$ cat config.mk
export PLATFORM = sky130hd
export DESIGN_NAME = key_matrix_change_detector_core
export DESIGN_NICKNAME = d
export VERILOG_FILES = /design/src/sv/kmcd_pkg.sv /design/src/sv/kmcd_ctrl.sv /design/src/sv/kmcd_datapath.sv /design/src/sv/key_matrix_change_detector_core.sv
export SDC_FILE = /design/constraint.sdc
export NUM_CORES = 1
export LEC_CHECK = 0
export BUFFER_PORTS_ARGS = -buffer_cell sky130_fd_sc_hd__buf_2
export CORE_MARGIN = 1
export CORE_UTILIZATION = 60
export DETAILED_ROUTE_END_ITERATION = 8
export PLACE_DENSITY = 0.82
export SYNTH_ARGS = -nofsm -noshare
export SYNTH_HDL_FRONTEND = slang
export SYNTH_HIERARCHICAL = 1
export SYNTH_SLANG_ARGS = --single-unit
$ cat constraint.sdc
create_clock -name clk_i -period 11.3 [get_ports clk_i]
set_input_delay 1.695 -clock clk_i [delete_from_list [all_inputs] [get_ports clk_i]]
set_output_delay 1.695 -clock clk_i [all_outputs]
set_load 0.01 [all_outputs]
$ cat src/sv/kmcd_pkg.sv
`timescale 1ns / 1ps
// kmcd_pkg: shared types, constants and keymap table for the key matrix change detector
// no dependencies; imported by kmcd_ctrl, kmcd_datapath, key_matrix_change_detector_core and the testbench

package kmcd_pkg;

  localparam int MAX_RESULTS = 16;
  localparam int CNT_W       = 5;

  typedef struct packed {
    logic [2:0]  column_index;
    logic [15:0] row_levels;
  } kmcd_in_t;

  typedef struct packed {
    logic [7:0] keycode;
    logic       is_press;
    logic       last_event;
  } kmcd_out_t;

  typedef enum logic {
    KMCD_IDLE,
    KMCD_SCAN
  } kmcd_state_e;

  typedef struct packed {
    logic load;
    logic step;
  } kmcd_cmd_t;

  typedef struct packed {
    logic col_ok;
    logic row_last;
    logic stall;
  } kmcd_status_t;

  // 16 rows x 8 columns, row-major
  localparam logic [7:0] KEYMAP [128] = '{
      8'd0,   8'd0,   8'd0,   8'd0,   8'd1,   8'd0,   8'd0,   8'd57,
      8'd2,   8'd16,  8'd30,  8'd44,  8'd59,  8'd0,   8'd0,   8'd41,
      8'd3,   8'd17,  8'd31,  8'd45,  8'd60,  8'd0,   8'd0,   8'd0,
      8'd4,   8'd18,  8'd32,  8'd46,  8'd61,  8'd0,   8'd0,   8'd0,
      8'd5,   8'd19,  8'd33,  8'd47,  8'd62,  8'd0,   8'd0,   8'd0,
      8'd6,   8'd20,  8'd34,  8'd48,  8'd63,  8'd0,   8'd0,   8'd0,
      8'd7,   8'd21,  8'd35,  8'd49,  8'd64,  8'd0,   8'd0,   8'd0,
      8'd8,   8'd22,  8'd36,  8'd50,  8'd65,  8'd0,   8'd0,   8'd0,
      8'd9,   8'd23,  8'd37,  8'd51,  8'd66,  8'd0,   8'd0,   8'd105,
      8'd10,  8'd24,  8'd38,  8'd52,  8'd67,  8'd27,  8'd0,   8'd108,
      8'd11,  8'd25,  8'd39,  8'd53,  8'd68,  8'd43,  8'd0,   8'd28,
      8'd12,  8'd26,  8'd40,  8'd103, 8'd87,  8'd28,  8'd14,  8'd106,
      8'd0,   8'd0,   8'd0,   8'd0,   8'd42,  8'd0,   8'd54,  8'd0,
      8'd0,   8'd125, 8'd0,   8'd0,   8'd0,   8'd0,   8'd0,   8'd0,
      8'd29,  8'd0,   8'd0,   8'd183, 8'd0,   8'd0,   8'd0,   8'd126,
      8'd0,   8'd0,   8'd100, 8'd0,   8'd0,   8'd56,  8'd0,   8'd0
  };

  // rows past the table map to zero (unmapped)
  function automatic logic [7:0] kmcd_keycode(input logic [4:0] row, input logic [2:0] col);
    logic [7:0] code;
    code = 8'h00;
    if (!row[4]) begin
      code = KEYMAP[{row[3:0], col}];
    end
    return code;
  endfunction

endpackage

$ cat src/sv/kmcd_ctrl.sv
`timescale 1ns / 1ps
// kmcd_ctrl: idle/scan state machine that sequences one row per step
// depends on kmcd_pkg for the state enum and command/status structs

module kmcd_ctrl import kmcd_pkg::*; (
  input  logic         clk_i,
  input  logic         rst_ni,
  input  logic         in_valid_i,
  output logic         in_ready_o,
  input  kmcd_status_t status_i,
  output kmcd_cmd_t    cmd_o
);

  kmcd_state_e state_q, state_d;

  always_ff @(posedge clk_i or negedge rst_ni) begin
    if (!rst_ni) begin
      state_q <= KMCD_IDLE;
    end else begin
      state_q <= state_d;
    end
  end

  // next state
  always_comb begin
    state_d = state_q;
    unique case (state_q)
      KMCD_IDLE: begin
        if (in_valid_i && status_i.col_ok) begin
          state_d = KMCD_SCAN;
        end
      end
      KMCD_SCAN: begin
        if (!status_i.stall && status_i.row_last) begin
          state_d = KMCD_IDLE;
        end
      end
      default: state_d = KMCD_IDLE;
    endcase
  end

  // outputs
  always_comb begin
    in_ready_o = 1'b0;
    cmd_o      = '0;
    unique case (state_q)
      KMCD_IDLE: begin
        in_ready_o = 1'b1;
        cmd_o.load = in_valid_i && status_i.col_ok;
      end
      KMCD_SCAN: begin
        cmd_o.step = !status_i.stall;
      end
      default: begin
        in_ready_o = 1'b0;
      end
    endcase
  end

  a_scan_ends: assert property (@(posedge clk_i) disable iff (!rst_ni)
    (state_q == KMCD_SCAN && cmd_o.step && status_i.row_last) |=> state_q == KMCD_IDLE)
    else $error("scan did not end after last row");

  a_load_starts: assert property (@(posedge clk_i) disable iff (!rst_ni)
    cmd_o.load |=> (state_q == KMCD_SCAN && !in_ready_o))
    else $error("accepted sample did not start a scan");

endmodule

$ cat src/sv/kmcd_datapath.sv
`timescale 1ns / 1ps
// kmcd_datapath: sample registers, pressed map, row counter, event counter and output register
// depends on kmcd_pkg for payload structs, command/status structs and the keymap function

module kmcd_datapath import kmcd_pkg::*; #(
  parameter int ROWS = 16,
  parameter int COLS = 8
) (
  input  logic         clk_i,
  input  logic         rst_ni,
  input  kmcd_in_t     in_i,
  input  kmcd_cmd_t    cmd_i,
  output kmcd_status_t status_o,
  output logic         out_valid_o,
  input  logic         out_ready_i,
  output kmcd_out_t    out_o
);

  localparam int ROW_W  = (ROWS > 1) ? $clog2(ROWS) : 1;
  localparam int CIDX_W = (COLS > 1) ? $clog2(COLS) : 1;

  logic [2:0]       col_q;
  logic [15:0]      levels_q;
  logic [ROW_W-1:0] row_q;
  logic [CNT_W-1:0] cnt_q;
  logic [COLS-1:0]  map_q [ROWS];
  logic             out_valid_q;
  kmcd_out_t        out_q;

  logic [CIDX_W-1:0] col_idx;
  logic [31:0]       lvl_ext;
  logic [ROWS-1:0]   now_vec;
  logic [ROWS-1:0]   later_vec;
  logic              now_cur;
  logic              changed;
  logic [7:0]        code_cur;
  logic              emit_req;
  logic              emit;

  assign col_idx = CIDX_W'(col_q);
  // rows beyond the sampled width read as released (high)
  assign lvl_ext = {16'hFFFF, levels_q};
  assign now_vec = ~lvl_ext[ROWS-1:0];

  assign now_cur  = now_vec[row_q];
  assign changed  = now_cur ^ map_q[row_q][col_idx];
  assign code_cur = kmcd_keycode(5'(row_q), col_q);
  assign emit_req = changed && (code_cur != 8'h00) && (cnt_q < CNT_W'(MAX_RESULTS));
  assign emit     = cmd_i.step && emit_req;

  // mapped changes still ahead in rows above the current one
  always_comb begin
    for (int j = 0; j < ROWS; j++) begin
      later_vec[j] = (now_vec[j] ^ map_q[j][col_idx])
                     && (kmcd_keycode(5'(j), col_q) != 8'h00)
                     && (ROW_W'(j) > row_q);
    end
  end

  assign status_o.col_ok   = {3'b000, in_i.column_index} < 6'(COLS);
  assign status_o.row_last = (row_q == ROW_W'(ROWS - 1));
  assign status_o.stall    = emit_req && out_valid_q && !out_ready_i;

  always_ff @(posedge clk_i) begin
    if (cmd_i.load) begin
      col_q    <= in_i.column_index;
      levels_q <= in_i.row_levels;
    end
    if (emit) begin
      out_q.keycode    <= code_cur;
      out_q.is_press   <= now_cur;
      out_q.last_event <= (cnt_q == CNT_W'(MAX_RESULTS - 1)) || !(|later_vec);
    end
  end

  always_ff @(posedge clk_i or negedge rst_ni) begin
    if (!rst_ni) begin
      row_q       <= '0;
      cnt_q       <= '0;
      out_valid_q <= 1'b0;
      for (int i = 0; i < ROWS; i++) begin
        map_q[i] <= '0;
      end
    end else begin
      if (cmd_i.load) begin
        row_q <= '0;
        cnt_q <= '0;
      end else if (cmd_i.step) begin
        row_q <= row_q + ROW_W'(1);
        if (changed) begin
          map_q[row_q][col_idx] <= now_cur;
        end
        if (emit_req) begin
          cnt_q <= cnt_q + CNT_W'(1);
        end
      end
      if (emit) begin
        out_valid_q <= 1'b1;
      end else if (out_ready_i) begin
        out_valid_q <= 1'b0;
      end
    end
  end

  assign out_valid_o = out_valid_q;
  assign out_o       = out_q;

  a_cnt_cap: assert property (@(posedge clk_i) disable iff (!rst_ni)
    cnt_q <= CNT_W'(MAX_RESULTS))
    else $error("event count above cap");

  a_no_overwrite: assert property (@(posedge clk_i) disable iff (!rst_ni)
    (out_valid_q && !out_ready_i) |=> (out_valid_q && $stable(out_q)))
    else $error("held result overwritten");

  a_load_clears: assert property (@(posedge clk_i) disable iff (!rst_ni)
    cmd_i.load |=> (row_q == '0 && cnt_q == '0))
    else $error("scan counters not cleared on load");

endmodule

$ cat src/sv/key_matrix_change_detector_core.sv
`timescale 1ns / 1ps
// key_matrix_change_detector_core: top level of the key matrix change detector
// depends on kmcd_pkg, kmcd_ctrl and kmcd_datapath

// Each input request is one column sample: the column that was driven low and the
// active-low row levels read back. The block walks the rows in ascending order, one
// row per clock, against its pressed map; every changed key updates the map, and each
// changed key with a nonzero keymap code produces an output request carrying the code,
// a press/release flag and a last-event flag on the final event of the sample (at most
// 16 events per sample, further changes are stored silently). When the output side
// holds back an event the scan pauses on that row. A sample whose column is not below
// COLS is accepted and dropped without a scan. The pressed map is cleared at reset. The
// last event of a sample can still sit in the output register while the next sample
// is accepted.

module key_matrix_change_detector_core import kmcd_pkg::*; #(
  parameter int ROWS = 16,
  parameter int COLS = 8
) (
  input  logic      clk_i,
  input  logic      rst_ni,
  input  logic      in_valid_i,
  output logic      in_ready_o,
  input  kmcd_in_t  in_i,
  output logic      out_valid_o,
  input  logic      out_ready_i,
  output kmcd_out_t out_o
);

  // command and status between sequencer and datapath
  kmcd_cmd_t    cmd;
  kmcd_status_t status;

  // state machine: idle waits for a sample, scan steps one row per clock unless the output stalls
  kmcd_ctrl u_ctrl (
    .clk_i      (clk_i),
    .rst_ni     (rst_ni),
    .in_valid_i (in_valid_i),
    .in_ready_o (in_ready_o),
    .status_i   (status),
    .cmd_o      (cmd)
  );

  // pressed map, keymap lookup, event counting and the output register
  kmcd_datapath #(
    .ROWS (ROWS),
    .COLS (COLS)
  ) u_datapath (
    .clk_i       (clk_i),
    .rst_ni      (rst_ni),
    .in_i        (in_i),
    .cmd_i       (cmd),
    .status_o    (status),
    .out_valid_o (out_valid_o),
    .out_ready_i (out_ready_i),
    .out_o       (out_o)
  );

endmodule

# Word-level counts from Yosys, hierarchy flattened
# Memory sizes are Yosys's and may differ from the RTL's.
# Cells that the tools add are included.
dict set report op_classes {
  add_sub_neg 2
  n_lt_le_gt_ge 39
  eq_ne 2
  n_mux 91
  bitwise_logic 38
  reduce_logical 67
}
# op count
set op_table {}
lappend op_table {{2-to-1 mux 8 bit} 37}
lappend op_table {{>= comparator 8 bit, second input constant} 17}
lappend op_table {{nonzero test 8 bit} 17}
lappend op_table {{bitwise mux 128 bit} 1}
lappend op_table {{NOT 7 -> 8 bit} 9}
lappend op_table {{binary-select mux 1 bit (select 3 bit)} 17}
lappend op_table {{logical AND 1 bit} 40}
lappend op_table {{binary-select mux 8 bit (select 4 bit)} 1}
lappend op_table {{demux 8 bit (select 4 bit)} 1}
lappend op_table {{> comparator 4 bit, first input constant} 8}
lappend op_table {{NOT 6 -> 8 bit} 4}
lappend op_table {{2-to-1 mux 1 bit} 26}
lappend op_table {{bitwise XOR 1 bit} 17}
lappend op_table {{> comparator 3 x 4 -> 1 bit, first input constant} 4}
lappend op_table {{NOT 16 bit} 1}
lappend op_table {{NOT 5 -> 8 bit} 2}
lappend op_table {{OR reduction 16 bit} 1}
lappend op_table {{2-to-1 mux 5 bit} 3}
lappend op_table {{> comparator 1 x 4 -> 1 bit, first input constant} 2}
lappend op_table {{> comparator 2 x 4 -> 1 bit, first input constant} 2}
lappend op_table {{2-to-1 mux 4 bit} 2}
lappend op_table {{NOT 3 -> 8 bit} 1}
lappend op_table {{NOT 4 -> 8 bit} 1}
lappend op_table {{nonzero test 2 bit} 3}
lappend op_table {{19 further kinds} 22}
dict set report word_totals {
  reg_bits 168
  rom_bits 17408
  out_inout_bits 12
  memories 17
}
# memory depth word_bits read_ports rd_ports_with_merged_regs write_ports line_no
set mem_list {}
lappend mem_list {{(no name shown)} 128 8 1 0 0 kmcd_pkg.sv:62} ;# code = KEYMAP[{row[3:0], col}];
lappend mem_list {{(no name shown)} 128 8 1 0 0 kmcd_pkg.sv:62}
lappend mem_list {{(no name shown)} 128 8 1 0 0 kmcd_pkg.sv:62}
lappend mem_list {{(no name shown)} 128 8 1 0 0 kmcd_pkg.sv:62}
lappend mem_list {{(no name shown)} 128 8 1 0 0 kmcd_pkg.sv:62}
lappend mem_list {{(no name shown)} 128 8 1 0 0 kmcd_pkg.sv:62}
lappend mem_list {{+11 memories} - - - - - -}

# Depth between registers and ports, before layout
dict set report logic_depth {
  depth_word 15
  ltp_mapped 20
}

# Modules after synthesis
# The synthesis kept the hierarchy.
# module n_inst cells_per_inst area_per_inst_um2 seq_area_each_um2
set by_module_without_submodules {}
lappend by_module_without_submodules {kmcd_datapath 1 1071 11175.7 4324.1}
lappend by_module_without_submodules {kmcd_ctrl 1 7 56.3 25.0}

# Least setup slack after synthesis
# Ideal clock, no wire load.
dict set report synth_timing {
  path_type {flip-flop to flip-flop}
  startpoint {register u_datapath.col_q[0], in the netlist u_datapath/col_idx[0]}
  endpoint {register u_datapath/map_q[100] (netlist name)}
  setup_ps 125
  arrival_time_ps 4734
  t_required_ps 11175
  setup_slack_ps 6441
  path_stages_with_launch 21
  n_path_buf 7
  path_cell_list {edfxtp_1 buf_2 buf_2 inv_1 clkbuf_1 ha_1 buf_2 inv_1 mux4_2 o211ai_1 nand4_1 or3_1 o41a_1 nor4bb_1 nor2_1 clkbuf_1 nand2b_1 clkbuf_1 clkbuf_1 nor4_1 mux2_2}
}
# element line_no
set synth_lines {}
lappend synth_lines {{from (decl)} kmcd_datapath.sv:22} ;# logic [2:0] col_q;
lappend synth_lines {{from (signal assigned)} kmcd_datapath.sv:66} ;# col_q <= in_i.column_index;
lappend synth_lines {{to (signal, indexed assignment)} kmcd_datapath.sv:91} ;# map_q[row_q][col_idx] <= now_cur;
lappend synth_lines {{to (decl)} kmcd_datapath.sv:26} ;# logic [COLS-1:0] map_q [ROWS];

==> flow_summary.json <==
{
  "synth_warnings": 6,
  "yosys-top-cells-area": "dfrtp_1, mux2_2, edfxtp_1",
  "cp-start-kind": "register",
  "vias_per_cell": 7.59,
  "seq_area_frac_synth": 0.387,
  "ys_types": 68,
  "post_drt_wl_per_cell_um": 25.9,
  "fp.dieW_um": 139,
  "synth-edff-count": 29,
  "final_util": 0.655,
  "fmax_mhz": 155,
  "synth.most_common_cell": "dfrtp_1",
  "rsz0062_at_grt": "false",
  "synth_commonest_cells": "dfrtp_1, nor4_1, mux2_2",
  "worst_pin_slew_ns": 1.04,
  "cts_root_buf": "clkbuf_16",
  "track_usage": 0.347,
  "crit_arrival_ns": 6.75,
  "endpoint_kind": "register",
  "regToRegEndpoint": "u_datapath/map_q[24]",
  "min_to": "u_datapath/map_q[31]",
  "synth_top_area_frac": 0.310,
  "io_buffers": 34,
  "num-fill-cells": 1360,
  "drtIter0Drc": 1706,
  "rows": 49,
  "cts_inserted_buffers": 17,
  "vdd_drop_max_uv": 325,
  "min_path_cells": 1,
  "gr-total-overflow": 0,
  "grt_pass1_wl_um": 52000,
  "fin_crit_ns": 6.43,
  "reg2reg_from": "u_datapath/col_idx[1]",
  "power.leakage_nw": 4.90,
  "coreArea_mm2": 0.0181,
  "period_share": 0.569,
  "cts_max_level": 4,
  "synth_seq_cells": 168,
  "cts.sinks": 168,
  "layout-drive-gt1-share": 0.220,
  "syn_to_final_growth_pct": 5.81,
  "skew_ns": 0.0150,
  "die_y_um": 139,
  "num_io_pins": 35,
  "start_util": 0.619,
  "drt-total-wl_um": 32900,
  "max_stage_delay_ns": 0.59,
  "insertion_delay_ns": 0.44,
  "synth_area_mm2": 0.0112,
  "finalHoldViolations": 0,
  "antenna_left": 0,
  "cp_max_fo": 79,
  "crit_required_ns": 11.62,
  "placed_area_mm2": 0.0113,
  "rr_worst_depth": 15,
  "cp_common_cell": "buf_4",
  "synthCells": 1078,
  "cts.clk_slew.worst_paths_ns": 0.07,
  "cts_resized": 0,
  "hpwl_um": 20800,
  "powerDensity_mw_per_mm2": 274,
  "cts_tree": "done",
  "grt_max_degree": 92,
  "drc_errors": 6,
  "finalNonFillerCells": 1270,
  "hp-start": "u_datapath/map_q[31]",
  "cts_setup_buffers": 0,
  "setup_viol": 0,
  "status": "finished, violations left",
  "cpMaxStageDelayCell": "nor2_1",
  "clk_path_buf_depth": 2,
  "synth_flop_cell": "dfrtp_1",
  "crit_family": "simple AND/OR/NAND/NOR gates",
  "dpl.cell_count": 1238,
  "routabilityCongestion": 0.961,
  "r2r_slack_ns": 4.87,
  "grt_pass1_vias": 9055,
  "final.setup.tns_ns": 0,
  "first_pass_iters": 9,
  "final_area_mm2": 0.0119,
  "synth_nets": 1116,
  "crit_type": "reg -> reg",
  "dr_total_vias": 9645,
  "num_antenna_cells": 0,
  "relSlewSlack": 0.302,
  "layout.nets": 1066,
  "max_cap_violations": 0,
  "syn_avg_cell_area_um2": 10.4,
  "async_reset_ff_frac": 0.827,
  "hold_path_class": "reg -> reg",
  "path_buf_inv": 4,
  "postCtsHoldBufs": 0,
  "die_area_mm2": 0.0193,
  "antenna_found_initial": 1,
  "worstPathCellList": "buf_4 -> inv_2 -> ha_1 -> inv_1 -> mux4_2 -> o211ai_1 -> nand4_1 -> or3_1 -> o41a_1 -> nor4bb_1 -> nor2_1 -> nand2b_4 -> buf_4 -> nor4_1 -> mux2_2",
  "drv_slew": 0,
  "violations": "design-rule violations",
  "synth.largest_area_cell": "dfrtp_1"
}
-- registers in the layout, summed over array words and instances, names as in the netlist --
register	count
u_datapath/cnt_q	5
u_datapath/out_valid_o	1
u_ctrl/state_q	1
u_datapath/col_idx	3
u_datapath/map_q	128
u_datapath/out_o	10
u_datapath/levels_q	16
u_datapath/row_q	4
-- power breakdown --
group          total (mW)  internal [mW]  switching (mW)  leakage (nW)
combinational        1.68          0.530            1.15          2.48
sequential           1.01          0.817           0.188          2.14
clock               0.568          0.311           0.257         0.275
total                3.25           1.66            1.60          4.90
-- how the worst max path moves through the flow --
stage	from	endpoint	depth (start not counted)
floorplan	u_datapath/col_idx[0]	u_datapath/map_q[100]	20
global placement	u_datapath/col_idx[1]	u_datapath/map_q[15]	15
detailed placement	u_datapath/col_idx[1]	u_datapath/map_q[46]	15
CTS	u_datapath/col_idx[1]	u_datapath/map_q[93]	15
global route	u_datapath/col_idx[1]	u_datapath/map_q[93]	15
finish	u_datapath/col_idx[1]	u_datapath/map_q[24]	15
-- through the flow --
| step | power (mW) | setup slack (ns) | hold WS, ns |
|---|---|---|---|
| finish | 3.25 | 4.87 | 0.510 |
| floorplan | 2.26 | 6.44 | 0.453 |
| global route | 3.40 | 4.68 | 0.532 |
| detailed placement | 2.63 | 5.24 | 0.497 |
| CTS | 3.20 | 5.19 | 0.511 |
| global placement | 2.60 | 5.43 | 0.485 |
-- layout make-up --
class | instances | area (um2) | area share
multi-input cells | 775 | 6320 | 0.532
flip-flops and latches | 168 | 4350 | 0.366
clock buffers | 19 | 443 | 0.0373
repair buffers | 52 | 312 | 0.0262
well taps | 229 | 287 | 0.0241
clock inverters | 13 | 118 | 0.00990
inverters | 14 | 52.6 | 0.00442
-- layout by cell type (no fill, tap or decap), types with 14 or more instances in the layout --
cell type and count:
clkbuf_16 17, buf_2 33, nand2_1 47, a22oi_1 23, mux2_2 109, mux2_1 36
nor4_1 131, dfrtp_1 137, xor2_1 14, edfxtp_1 29, nor2b_1 17, nand3_1 23
a21oi_1 26, mux2i_1 61, nor2_1 38, ha_1 15, mux4_2 21, o21ai_0 18
nand2b_1 21, buf_4 18
-- layer usage --
| metal | GRT usage | part of all wire |
|---|---|---|
| met5 | 0 | 0.00055 |
| met4 | 0.188 | 0.052 |
| met3 | 0.0953 | 0.12 |
| met2 | 0.501 | 0.44 |
| met1 | 0.476 | 0.39 |
-- cell families after synthesis --
| logic type | after synthesis | share of synthesized area |
|---|---|---|
| buffers and inverters | 135 | 0.0542 |
| xor gates and xnor gates | 21 | 0.0164 |
| AOI/OAI and AO/OA | 176 | 0.114 |
| muxes | 227 | 0.242 |
| DFF | 168 | 0.387 |
| other | 1 | 0.000334 |
| adders and majority gates | 15 | 0.0167 |
| and+or+nand+nor | 335 | 0.170 |
Power figures use the tool's default switching activity.
